$ cat config.mk
export PLATFORM = sky130hd
export DESIGN_NAME = http_url_splitter_core
export DESIGN_NICKNAME = d
export VERILOG_FILES = /design/src/sv/usplit_pkg.sv /design/src/sv/usplit_step.sv /design/src/sv/http_url_splitter_core.sv
export SDC_FILE = /design/constraint.sdc
export NUM_CORES = 1
export LEC_CHECK = 0
export BUFFER_PORTS_ARGS = -buffer_cell sky130_fd_sc_hd__buf_2
export CAP_MARGIN = 10
export CORE_AREA = 2 2 142 144
export DETAILED_ROUTE_END_ITERATION = 8
export DIE_AREA = 0 0 144 146
export HOLD_SLACK_MARGIN = 0.08
export PLACE_DENSITY_LB_ADDON = 0.05
export SLEW_MARGIN = 5
export SYNTH_ARGS = -nofsm -noshare
export SYNTH_HDL_FRONTEND = slang
export SYNTH_HIERARCHICAL = 1
export SYNTH_SLANG_ARGS = --single-unit
$ cat constraint.sdc
create_clock -name i_clk -period 5.03 [get_ports i_clk]
set_clock_uncertainty 0.05 [all_clocks]
set_input_delay 1.006 -clock i_clk [delete_from_list [all_inputs] [get_ports i_clk]]
set_output_delay 1.006 -clock i_clk [all_outputs]
set_load 0.01 [all_outputs]
$ cat src/sv/usplit_pkg.sv
// usplit_pkg: types and constants shared by the URL splitter modules.
// Parse state, result record, phase and code names, scheme letter lookup.
// No dependencies.
package usplit_pkg;

    // parse phase
    typedef enum logic [3:0] {
        PH_H          = 4'd0,
        PH_T1         = 4'd1,
        PH_T2         = 4'd2,
        PH_P          = 4'd3,
        PH_SCHEME_END = 4'd4,
        PH_AFTER_S    = 4'd5,
        PH_SLASH1     = 4'd6,
        PH_SLASH2     = 4'd7,
        PH_HOST       = 4'd8,
        PH_PORT       = 4'd9,
        PH_PATH       = 4'd10,
        PH_SKIP       = 4'd11
    } t_phase;

    // byte roles
    typedef enum logic [2:0] {
        ROLE_SCHEME  = 3'd0,
        ROLE_SEP     = 3'd1,
        ROLE_HOST    = 3'd2,
        ROLE_PORT    = 3'd3,
        ROLE_PATH    = 3'd4,
        ROLE_IGNORED = 3'd5
    } t_role;

    // status codes
    typedef enum logic [2:0] {
        ST_OK        = 3'd0,
        ST_SHORT     = 3'd1,
        ST_PROTOCOL  = 3'd2,
        ST_TERM      = 3'd3,
        ST_NO_HOST   = 3'd4,
        ST_PORT_RNG  = 3'd5,
        ST_PORT_CHAR = 3'd6
    } t_status;

    localparam logic [7:0]  CH_COLON     = 8'h3A;
    localparam logic [7:0]  CH_SLASH     = 8'h2F;
    localparam logic [7:0]  CH_ZERO      = 8'h30;
    localparam logic [7:0]  CH_NINE      = 8'h39;
    localparam logic [7:0]  CH_LOWER_S   = 8'h73;
    localparam logic [7:0]  CNT_MAX      = 8'hFF;
    localparam logic [16:0] PORT_SAT     = 17'd65536;
    localparam logic [15:0] PORT_HTTP    = 16'd80;
    localparam logic [15:0] PORT_HTTPS   = 16'd443;
    localparam logic [7:0]  MIN_LEN_RST  = 8'd8;

    typedef struct packed {
        t_phase      phase;
        logic [16:0] port_acc;
        logic        digits_seen;
        logic        ssl;
        logic        host_seen;
        logic        path_seen;
        logic [7:0]  byte_count;
        t_status     err;
    } t_parse_state;

    localparam t_parse_state STATE_RST = '{
        phase: PH_H, port_acc: 17'd0, digits_seen: 1'b0, ssl: 1'b0,
        host_seen: 1'b0, path_seen: 1'b0, byte_count: 8'd0, err: ST_OK
    };

    typedef struct packed {
        t_role       role;
        logic        done;
        t_status     status;
        logic        use_ssl;
        logic [15:0] port;
        logic        has_path;
    } t_result;

    // expected lower-case scheme letter for phases 0..3 ("http")
    function automatic logic [7:0] scheme_letter(input logic [1:0] idx);
        logic [7:0] c;
        case (idx)
            2'd0:    c = 8'h68;
            2'd1:    c = 8'h74;
            2'd2:    c = 8'h74;
            default: c = 8'h70;
        endcase
        return c;
    endfunction

    function automatic logic [7:0] to_lower(input logic [7:0] c);
        return (c >= 8'h41 && c <= 8'h5A) ? c + 8'd32 : c;
    endfunction

endpackage

$ cat src/sv/usplit_step.sv
// usplit_step: combinational parse step for one URL byte.
// Computes next parse state and the result record from the current state.
// Depends on usplit_pkg.
module usplit_step
    import usplit_pkg::*;
(
    input  t_parse_state i_state,
    input  logic [7:0]   i_ch,
    input  logic         i_last,
    input  logic [7:0]   i_min_length,
    output t_parse_state o_state,
    output t_result      o_result
);

    always_comb begin
        t_parse_state s;
        t_status      err;
        t_status      fin_err;
        t_status      status;
        t_role        role;
        logic [7:0]   lc;
        logic [19:0]  acc10;

        s       = i_state;
        err     = ST_OK;
        role    = ROLE_IGNORED;
        lc      = to_lower(i_ch);
        // acc * 10 + digit, with the multiply as two shifts
        acc10   = {i_state.port_acc, 3'b000} + {2'b00, i_state.port_acc, 1'b0}
                  + {12'd0, i_ch - CH_ZERO};
        fin_err = ST_OK;
        status  = ST_OK;

        if (s.byte_count != CNT_MAX) begin
            s.byte_count = s.byte_count + 8'd1;
        end

        // per-phase byte handling
        case (i_state.phase)
            PH_H, PH_T1, PH_T2, PH_P: begin
                if (lc == scheme_letter(i_state.phase[1:0])) begin
                    role    = ROLE_SCHEME;
                    s.phase = t_phase'(i_state.phase + 4'd1);
                end else begin
                    err = ST_PROTOCOL;
                end
            end
            PH_SCHEME_END: begin
                if (lc == CH_LOWER_S) begin
                    s.ssl   = 1'b1;
                    role    = ROLE_SCHEME;
                    s.phase = PH_AFTER_S;
                end else if (i_ch == CH_COLON) begin
                    role    = ROLE_SEP;
                    s.phase = PH_SLASH1;
                end else begin
                    err = ST_TERM;
                end
            end
            PH_AFTER_S: begin
                if (i_ch == CH_COLON) begin
                    role    = ROLE_SEP;
                    s.phase = PH_SLASH1;
                end else begin
                    err = ST_TERM;
                end
            end
            PH_SLASH1: begin
                if (i_ch == CH_SLASH) begin
                    role    = ROLE_SEP;
                    s.phase = PH_SLASH2;
                end else begin
                    err = ST_TERM;
                end
            end
            PH_SLASH2: begin
                if (i_ch == CH_SLASH) begin
                    role    = ROLE_SEP;
                    s.phase = PH_HOST;
                end else begin
                    err = ST_TERM;
                end
            end
            PH_HOST: begin
                if (i_ch == CH_COLON || i_ch == CH_SLASH) begin
                    if (!i_state.host_seen) begin
                        err = ST_NO_HOST;
                    end else if (i_ch == CH_COLON) begin
                        role    = ROLE_SEP;
                        s.phase = PH_PORT;
                    end else begin
                        role        = ROLE_PATH;
                        s.path_seen = 1'b1;
                        s.phase     = PH_PATH;
                    end
                end else begin
                    s.host_seen = 1'b1;
                    role        = ROLE_HOST;
                end
            end
            PH_PORT: begin
                if (i_ch >= CH_ZERO && i_ch <= CH_NINE) begin
                    s.port_acc    = (acc10 > {3'd0, PORT_SAT}) ? PORT_SAT : acc10[16:0];
                    s.digits_seen = 1'b1;
                    role          = ROLE_PORT;
                end else if (i_state.port_acc[16]) begin
                    err = ST_PORT_RNG;
                end else if (i_ch == CH_SLASH) begin
                    role        = ROLE_PATH;
                    s.path_seen = 1'b1;
                    s.phase     = PH_PATH;
                end else begin
                    err = ST_PORT_CHAR;
                end
            end
            PH_PATH: begin
                role = ROLE_PATH;
            end
            default: begin
                role = ROLE_IGNORED;
            end
        endcase

        // first error wins; rest of the URL is skipped
        if (err != ST_OK) begin
            s.err   = err;
            s.phase = PH_SKIP;
            role    = ROLE_IGNORED;
        end

        // end-of-URL checks
        fin_err = s.err;
        if (s.err == ST_OK) begin
            if (s.phase < PH_SCHEME_END) begin
                fin_err = ST_PROTOCOL;
            end else if (s.phase < PH_HOST) begin
                fin_err = ST_TERM;
            end else if (s.phase == PH_HOST && !s.host_seen) begin
                fin_err = ST_NO_HOST;
            end else if (s.phase == PH_PORT && s.port_acc[16]) begin
                fin_err = ST_PORT_RNG;
            end
        end
        status = (s.byte_count < i_min_length) ? ST_SHORT : fin_err;

        o_result.role     = role;
        o_result.done     = i_last;
        o_result.status   = ST_OK;
        o_result.use_ssl  = 1'b0;
        o_result.port     = 16'd0;
        o_result.has_path = 1'b0;
        if (i_last) begin
            o_result.status = status;
            if (status == ST_OK) begin
                o_result.use_ssl  = s.ssl;
                o_result.port     = s.digits_seen ? s.port_acc[15:0]
                                  : (s.ssl ? PORT_HTTPS : PORT_HTTP);
                o_result.has_path = s.path_seen;
            end
            o_state = STATE_RST;
        end else begin
            o_state = s;
        end
    end

endmodule

$ cat src/sv/http_url_splitter_core.sv
// http_url_splitter_core: top level of the byte-serial http/https URL splitter.
// Input beat register, parse state register, result register.
// Depends on usplit_pkg and usplit_step.

// Takes one URL byte per beat on s_axis (tlast on the final byte) and returns one
// result beat per input beat on m_axis, in order. Throughput is one byte per cycle
// while m_axis_tready stays high. A byte accepted on s_axis is held in the input
// register, passes through the combinational parse step and is shown on m_axis
// from the result register. The parse state updates as a byte moves into the
// result register, and it returns to reset after each final byte. min_length is
// written through the cfg channel (always ready); the user must write it only
// while the stream is idle, as the block does not enforce this. It resets to 8.
module http_url_splitter_core
    import usplit_pkg::*;
(
    input  logic        i_clk,
    input  logic        i_rst_n,
    // configuration write channel
    input  logic        i_cfg_valid,
    output logic        o_cfg_ready,
    input  logic [7:0]  i_cfg_data,    // min_length
    // byte input stream
    input  logic        s_axis_tvalid,
    output logic        s_axis_tready,
    input  logic [7:0]  s_axis_tdata,  // [7:0] ch
    input  logic        s_axis_tlast,  // last
    // result stream
    output logic        m_axis_tvalid,
    input  logic        m_axis_tready,
    output logic [23:0] m_axis_tdata,  // [2:0] status, [3] use_ssl, [19:4] port,
                                       // [20] has_path, [23:21] zero
    output logic [2:0]  m_axis_tuser,  // [2:0] role
    output logic        m_axis_tlast   // done_res
);

    logic         r_in_valid;
    logic [7:0]   r_in_ch;
    logic         r_in_last;
    logic         r_out_valid;
    t_result      r_out;
    t_parse_state r_state;
    logic [7:0]   r_min_length;

    t_parse_state n_state;
    t_result      n_out;
    logic         advance;

    // parse step
    usplit_step u_step (
        .i_state      (r_state),
        .i_ch         (r_in_ch),
        .i_last       (r_in_last),
        .i_min_length (r_min_length),
        .o_state      (n_state),
        .o_result     (n_out)
    );

    // handshake: input beat moves on when the result slot is free or draining
    assign advance       = r_in_valid && (!r_out_valid || m_axis_tready);
    assign s_axis_tready = !r_in_valid || advance;
    assign o_cfg_ready   = 1'b1;

    // configuration register
    always_ff @(posedge i_clk) begin
        if (!i_rst_n) begin
            r_min_length <= MIN_LEN_RST;
        end else if (i_cfg_valid) begin
            r_min_length <= i_cfg_data;
        end
    end

    // input beat register
    always_ff @(posedge i_clk) begin
        if (!i_rst_n) begin
            r_in_valid <= 1'b0;
        end else if (s_axis_tready) begin
            r_in_valid <= s_axis_tvalid;
        end
    end

    always_ff @(posedge i_clk) begin
        if (s_axis_tready && s_axis_tvalid) begin
            r_in_ch   <= s_axis_tdata;
            r_in_last <= s_axis_tlast;
        end
    end

    // parse state
    always_ff @(posedge i_clk) begin
        if (!i_rst_n) begin
            r_state <= STATE_RST;
        end else if (advance) begin
            r_state <= n_state;
        end
    end

    // result register
    always_ff @(posedge i_clk) begin
        if (!i_rst_n) begin
            r_out_valid <= 1'b0;
        end else if (advance) begin
            r_out_valid <= 1'b1;
        end else if (m_axis_tready) begin
            r_out_valid <= 1'b0;
        end
    end

    always_ff @(posedge i_clk) begin
        if (advance) begin
            r_out <= n_out;
        end
    end

    assign m_axis_tvalid = r_out_valid;
    assign m_axis_tuser  = r_out.role;
    assign m_axis_tlast  = r_out.done;
    assign m_axis_tdata  = {3'b000, r_out.has_path, r_out.port, r_out.use_ssl, r_out.status};

endmodule
==> run summary, run 1 <==
On the critical path the largest part of the delay comes from compound AO/OA/AOI/OAI gates. Relative to the synthesized area, the layout overhead comes to 10.31%. After floorplanning, the core was divided into 51 placement rows.

The routed layout has 5753 vias. After routing, the total negative slack on setup checks comes to 0 ns. The number of antenna violations at the first check in global routing is 0. Among all flip-flop cells after synthesis, the most frequent one is dfxtp_1. In this run the worst hold path is classified as register to register. Wire length of the first global-routing pass: 29620 microns. The tools report the count of final setup violators as 0. STA classifies the critical path startpoint as a register. The analysis attributes to cell leakage a power of 0.002888 uW. The tools report the maximum ir drop on the vdd rail as 0.1390 mV.

The portion of synthesized cell area occupied by the leading cell type was 0.1516. The run gives 0 as the antenna diode count. The hold violation count in the final report was 0. For this design, the CTS-stage hold fixing added 0 buffers. The post-synthesis cell type with the largest combined area was edfxtp_1. For this design the ratio of total power to cell area is 226.5 nW/um^2.

The effective utilization at floorplan was 0.3484; the final core utilization was 0.3843. The number of post-CTS setup repair buffers is 0, and the clock network latency to the later pin of the worst-skew pair is 0.35 ns. The sequential share of the synthesized area is 0.2883. Across all hold checks on the routed design, the worst slack comes to 0.4105 ns. Counting the buffers created by CTS gives 9. The clock-pin slew on the worst setup and hold paths came out at 0.07 ns.

The die span in x works out to 144 microns. The core region area was 19330 sq um. The number of global-route vias before repair came out at 5456. Across the run, the number of max-cap violations was 0.

In this run the count of I/O pins placed on the die edge is 53. Most frequently used cell type in the post-synthesis netlist: nand2_1. Detailed placement ended at an HPWL of 13770 microns. The maximum clock frequency came out at 0.2121 GHz. The delay of the slowest cell on the worst path was 0.48 ns. The data required time of the worst path came out at 5.17 ns. Summed over all layers, the global routing overflow is 0. The total global-route track usage is 0.1792. Yosys printed 6 warnings. From bottom edge to top edge, the die measures 146 microns. The clock passes through at most 2 buffers. The run gives 1683 uW as the total power after layout. After filler insertion, the fill cell instance count of the layout stands at 1994. Gates resized during post-CTS repair numbered 0. At the end of routability-driven placement, the weighted congestion stood at 0.8610. For the netlist area before placement, the log shows 6736 sq um.

The count of nets left with antenna violations after detail routing was 0. The first detailed-routing pass ran for 5 iterations. TritonCTS built the clock tree. Number of buffers inserted by port buffering: 48. For the post-synthesis cell type count, the log shows 91. The DRC marker count from the first detailed-route iteration was 415. Setup repair after global routing left no endpoint under its margin.

Area of the die: 21020 sq um. The number of cells produced by synthesis was 766. On the critical path, the stage with the largest delay is an instance of edfxtp_1.

The worst setup path is captured at a register. After detailed routing, the number of vias per cell comes to 5.417. The number of max-slew violations in the final report came out at 0.

In the final routed layout, each cell accounts on average for 17.57 microns. After detailed routing, the number of remaining DRC violations is 0. The tree is rooted in a clkbuf_16.

The proportion of layout cells with a drive suffix above 1 was 0.1455. The pin count of the biggest net entering global routing was 62; the routed wire length was 18660 microns. The worst max-slew margin expressed relative to the limit came out at 0.3543.

In this run, synthesis inferred 34 flip-flops with an integrated enable. Sorting the synthesized cells by how often they occur yields nand2_1 (98), nor2_1 (54), ha_1 (48). The setup path with the least slack is of type register to register. After synthesis the netlist holds a flip-flop and latch count of 80.

The async set-reset flop share out of synthesis works out to 0. Each instance of the synthesized netlist takes up on average 8.794 sq um. The minimum period implied by the final worst setup slack was 4.714 ns.

The net count of the finished layout is 868. After synthesis, the cell types taking the most area are edfxtp_1 (15%), dfxtp_1 (14%), ha_1 (8.9%), mux2i_1 (6.8%), nand2_1 (5.5%). The biggest fanout along the worst timing path is 10, and the count of buffering cells on the critical path with inverters included is 2.

The slew at the pin closest to its max-slew limit is 0.9685 ns, and the total number of clock tree sinks is 80. The H-tree was split into 3 levels. Walking the worst path, the cells encountered are inv_1 > ha_1 > a21oi_1 > xor2_1 > fa_1 > ha_1 > and2_1 > nor2_1 > a21o_1 > a31oi_1 > o311a_1 > o41ai_2 > o311a_1 > o211ai_4 > buf_12 > nor3b_1. The flow ran to the end, and the final reports show no timing, DRC or antenna violations. The final period utilization is 0.9371. Data on the critical path arrives at its endpoint at 4.85 ns.
path summary, 6_finish.rpt:
check | from | cells after the start | slack (ns) | end
setup / recovery | r_in_ch[6] | 16 | 0.32 | m_axis_tdata[12]
hold / removal | r_state[13] | 2 | 0.41 | r_state[13]
setup reg to reg | r_in_ch[6] | 16 | 0.32 | m_axis_tdata[12]
hold reg to reg | r_state[13] | 2 | 0.41 | r_state[13]
logic make-up (layout without fill, tap and decap cells):
logic type | after synthesis | count (layout) | synth area share
flip-flops | 80 | 80 | 0.2883
other | 2 | 4 | 0.001115
buffers and inverters | 72 | 101 | 0.05925
AND/OR/NAND/NOR | 305 | 305 | 0.2452
XOR/XNOR | 14 | 14 | 0.01820
adder cells (fa/ha/maj) | 54 | 54 | 0.1070
AO/OA/AOI/OAI | 192 | 192 | 0.2110
multiplexers | 47 | 47 | 0.07002
stage by stage:
stage	cell area, sq um	instances	worst slack (ns)
after floorplan	6744	768	0.8861
after global placement	7098	1046	0.3607
after detailed placement	7098	1046	0.2884
after CTS	7431	1062	0.2701
after global routing	7431	1062	0.006531
final	7431	1062	0.3163
worst reg2reg max path: cells and delay by family (launching register included):
family                   cells  cell delay (ns)
buffers and inverters        2             0.31
AND/OR/NAND/NOR              3             0.67
flip-flops                   1             0.48
XOR/XNOR                     1             0.25
AO/OA/AOI/OAI                7             1.77
adder cells (fa/ha/maj)      3             1.02
flip-flops by register name (all words and copies together), names as in the netlist:
signal	cells
r_in_valid	1
m_axis_tlast	1
m_axis_tdata	21
r_in_ch	8
r_state	36
r_min_length	8
m_axis_tvalid	1
r_in_last	1
m_axis_tuser	3
report_power, final:
group          leakage, uW  switching [uW]  internal (uW)
sequential        0.000697            20.1            697
clock             0.000160             311            446
combinational      0.00203             130           79.0
total              0.00289             461           1220
layout make-up:
class / instances / area, sq um / share of cell area
clock buffer: 9 / 225.2 / 0.03031
clock inverter: 7 / 107.6 / 0.01448
inverter: 29 / 108.9 / 0.01465
multi-input combinational: 616 / 4403 / 0.5925
sequential: 80 / 1942 / 0.2613
tap: 265 / 331.6 / 0.04462
timing repair buffer: 56 / 312.8 / 0.04209
cell usage in the layout, fill, tap and decap left out, drive strengths merged, types with 5 or more instances in the layout:
cell,n
nor2b,16
o211ai,12
nor2,56
a31oi,7
a21boi,9
and3,11
a22oi,11
fa,6
nand4b,6
and2,20
o21a,10
or3,10
a21o,12
o31ai,6
a211oi,9
a21oi,44
nor4,7
nor3b,12
nand2b,5
edfxtp,34
dfxtp,46
ha,48
nor3,20
buf,56
xnor2,10
clkbuf,9
nand3,16
nand2,99
mux2i,46
o21ai,31
inv,33
layer usage:
metal | up-vias | GRT usage | wire, microns
met2 | 149 | 0.2850 | 8572
li1 | 2865 | - | -
met4 | 0 | 0.05245 | 288
met1 | 2714 | 0.2528 | 9084
met3 | 25 | 0.02369 | 710
met5 | - | 0 | 0
Note: power is estimated with default switching activity, not from simulation.
==> inputs of run 2 (changes only) <==
--- a/config.mk
+++ b/config.mk
@@ -5,11 +5,12 @@
 export SDC_FILE = /design/constraint.sdc
 export NUM_CORES = 1
 export LEC_CHECK = 0
+export ABC_AREA = 1
 export BUFFER_PORTS_ARGS = -buffer_cell sky130_fd_sc_hd__buf_2
 export CAP_MARGIN = 10
-export CORE_AREA = 2 2 142 144
+export CORE_AREA = 2 2 141 143
 export DETAILED_ROUTE_END_ITERATION = 8
-export DIE_AREA = 0 0 144 146
+export DIE_AREA = 0 0 143 145
 export HOLD_SLACK_MARGIN = 0.08
 export PLACE_DENSITY_LB_ADDON = 0.05
 export SLEW_MARGIN = 5
==> run 2 against run 1 <==
Effect of this change:
- worst setup slack improved by 0.18 ns
- clock power fell by 11%
- count of clock-buffer cells in the layout rose by 1
- final area fell by 2.4%
- global-route usage rose by 0.20 points
- maximum frequency rose by 3.9%
- critical path depth rose by 8
- synthesized cell count rose by 22%
- sequential power rose by 6.1%
- critical endpoint is now m_axis_tdata[9]
- largest cell class unchanged
==> run summary, run 2 <==
In the post-synthesis netlist, the cell with the most instances is nand2_1. After detailed placement, the total cell area comes to 6959 sq um. The CTS root buffer was clkbuf_16. Compared with the post-synthesis result, the final layout area differs by 10.06%. Mux share of post-synthesis cell area: 0. The clock tree synthesis step divided the H-tree into 3 levels. The die span in x works out to 143 microns. The tools report the antenna diode count as 0. The tools report the worst max-slew margin expressed relative to the limit as 0.3223. For the number of global-route vias before repair, the log shows 5835. Static timing analysis puts the maximum clock frequency at 0.2204 GHz.

The tools report the pin count of the biggest net entering global routing as 74. The logs give 0 for the number of antenna violations at the first check in global routing and 0 for the remaining design rule violation count. The register bit total from synthesis is 80, and the clock share of power is 0.346. The flow ran to the end, and the final reports show no timing, DRC or antenna violations. For the number of max-slew violations in the final report, the log shows 0.

Summed over all failing endpoints, the final setup total negative slack is 0 ns. Setup repair after global routing left no endpoint under its margin. Fraction of the mapped netlist area in adder cells: 0.1094. The commonest cells after synthesis are nand2_1 (186), nor2_1 (132), inv_1 (120). The biggest fanout along the worst timing path was 18; the number of post-CTS setup repair buffers was 0. The congestion estimate from routability-driven global placement came to 0.8258.

The filler cells instantiated in the layout total 2104. Averaged over all synthesized cells, the footprint is 7.033 sq um. The total number of clock tree sinks is 80, and the number of optimization iterations in the first detailed-route pass is 5.

The effective utilization at floorplan is 0.3431. The proportion of layout cells with a drive suffix above 1 was 0.1339. The tool flagged a number of max-cap violations equal to 0. For this design the static power due to leakage is 0.003256 uW. Portion of synthesized cell area occupied by the leading cell type: 0.1549.

At the worst endpoint, the required time is 5.17 ns. The vertical die dimension came out at 145 microns. Clock tree synthesis inserted a total of 9 buffers. Wires add up to 17810 microns.

In this run, synthesis inferred 34 flip-flops with an integrated enable. For the relative contribution of sequential cells to total power, the log shows 0.391. In the layout the commonest cells are nand2_1 (184), nor2_1 (132), inv_1 (120). The number of flip-flops under the largest register name works out to 36. The top flip-flop cell by instance count after synthesis was dfxtp_1.

After clock tree synthesis, the clock-pin slew on the worst setup and hold paths is 0.06 ns. The worst setup path is launched from a register. The number of top-level pins was 53.

Netlist area before placement: 6590 sq um. Ranked by flip-flop count, first place goes to r_state. The internal power of the cells totals 1276 uW.

Number of cells produced by synthesis: 937. The first global-routing pass estimated 30060 microns of wire. The total power after layout came out at 1946 uW.

The compound-gate portion of the synthesized area works out to 0.1126. Sequential share of the synthesized area: 0.2947. TritonCTS built the clock tree. The run gives 0.1813 as the total global-route track usage.

Sorting the synthesized cells by area gives the leading types as edfxtp_1 (15%), dfxtp_1 (14%), nand2_1 (11%), ha_1 (9.1%), nor2_1 (7.5%). Setup violations remaining at the end of the flow were counted as 0. Summed over all nets, the switching power comes to 670.6 uW. The count of nets left with antenna violations once routing finished came out at 0. The async set-reset flop share out of synthesis is 0, and the minimum period implied by the final worst setup slack is 4.537 ns.

Dividing the detail-routed via count by the number of cells gives 4.744. Worst path arrival time: 4.68 ns. The core region is 19210 sq um.

By area, the combinational part of the netlist is dominated by simple AND/OR/NAND/NOR gates. The hold violation count in the final report came out at 0. Of all cell types, the one taking the most synthesized area is edfxtp_1. Most common cell after layout, fill and taps aside: nand2_1.

The minimum setup slack among reg-to-reg paths was 0.49 ns; the number of buffers inserted by port buffering was 48. Dividing the detail-routed wire length by the instance count gives 14.41 microns. The slew at the pin closest to its max-slew limit is 1.014 ns, and the xor/xnor share of the synthesized area is 0.03190.

The final period utilization came out at 0.9019. The path class of the tightest hold or removal check is register to register. The clock network latency to the later pin of the worst-skew pair is 0.36 ns. The kind of end point of the critical path is a register.

The net switching fraction of the power works out to 0.3445. Critical path class: register to register. The clock passes through at most 2 buffers. Via count: 5863. The logs give 0.1579 mV for the maximum ir drop on the vdd rail and 7253 sq um for the finished layout cell area. Summed over all layers, the global routing overflow is 0. The post-synthesis share of cell area spent on and, or, nand and nor gates came out at 0.3374.

The final layout net count was 1042. The floorplan row count was 51. For the combinational share of power, the log shows 0.263.

The DRC marker count from the first detailed-route iteration is 320, and the placed wire-length estimate is 12910 microns. Power density over the cells: 268.3 nW/um^2. The netlist uses 49 different library cells.

Yosys printed 6 warnings. The die covers 20740 sq um.
[run 2: kinds of logic (layout without fill, tap and decap cells)]
kind of cell | Yosys count | after routing
compound gates | 136 | 136
xor+xnor | 24 | 24
fa+ha+maj | 54 | 54
buf+inv | 168 | 200
flops | 80 | 80
other cells | 2 | 4
simple gates | 473 | 473
[run 2: layout make-up]
cell class              instances  area, sq um  area share
repair buffers                 51        262.8     0.03623
clock buffers                  10        229.0     0.03157
inverters                     133        499.2     0.06883
clock inverters                 6        60.06    0.008280
well taps                     265        331.6     0.04571
multi-input cells             691         3928      0.5415
flip-flops and latches         80         1943      0.2679
[run 2: path summary, 6_finish.rpt]
| kind | startpoint | end | cells after the start |
|---|---|---|---|
| setup / recovery | r_in_ch[5] | m_axis_tdata[9] | 24 |
| hold reg to reg | r_min_length[3] | r_min_length[3] | 2 |
| hold / removal | r_min_length[3] | r_min_length[3] | 2 |
| setup reg to reg | r_in_ch[5] | m_axis_tdata[9] | 24 |
[run 2: worst max-delay path, cell delays in order, from the launching register on]
cell      delay (ns)
edfxtp_1        0.52
ha_1            0.31
xnor2_1         0.29
fa_1            0.47
ha_1            0.37
inv_1           0.09
nor3_1          0.19
nand2_1         0.07
o211ai_1        0.23
nand2_1         0.09
nand2_1         0.11
nand2_1         0.07
nand2_1         0.06
nand2_1         0.04
nand2_1         0.06
nand3_1         0.09
nor2_1          0.18
nor2_1          0.07
nand2_1         0.08
nor2_1          0.04
nor2_1          0.07
nor2_1          0.06
nor2_2          0.14
nand3_4         0.36
nor2_1          0.22
[run 2: timing repair]
| action | CTS | global route |
|---|---|---|
| hold buffers | 0 | 0 |
| endpoints found under the setup margin | 0 | 10 |
| gates resized for setup | 0 | 5 |
[run 2: metal layers]
layer | GRT usage | share of wire
met4 | 0.04950 | 0.014
met2 | 0.2904 | 0.45
met3 | 0.02574 | 0.035
met5 | 0 | 0
met1 | 0.2540 | 0.50
[run 2: through the flow]
step | utilization | setup slack (ns) | hold slack [ns] | instances
after floorplan | - | 1.245 | 0.3789 | 939
after global placement | 0.3623 | 0.4294 | 0.4011 | 1220
after detailed placement | 0.3623 | 0.3698 | 0.4207 | 1220
after CTS | 0.3774 | 0.3288 | 0.4367 | 1236
after global routing | 0.3776 | 0.002482 | 0.4570 | 1236
final | 0.3776 | 0.4933 | 0.4276 | 1236
[run 2: power by group through the flow]
stage / Sequential [uW] / Combinational [uW] / Clock, uW
after global routing: 768 / 591 / 716
after global placement: 778 / 516 / 0
final: 761 / 512 / 673
after floorplan: 764 / 401 / 0
after detailed placement: 777 / 510 / 0
after CTS: 762 / 514 / 698
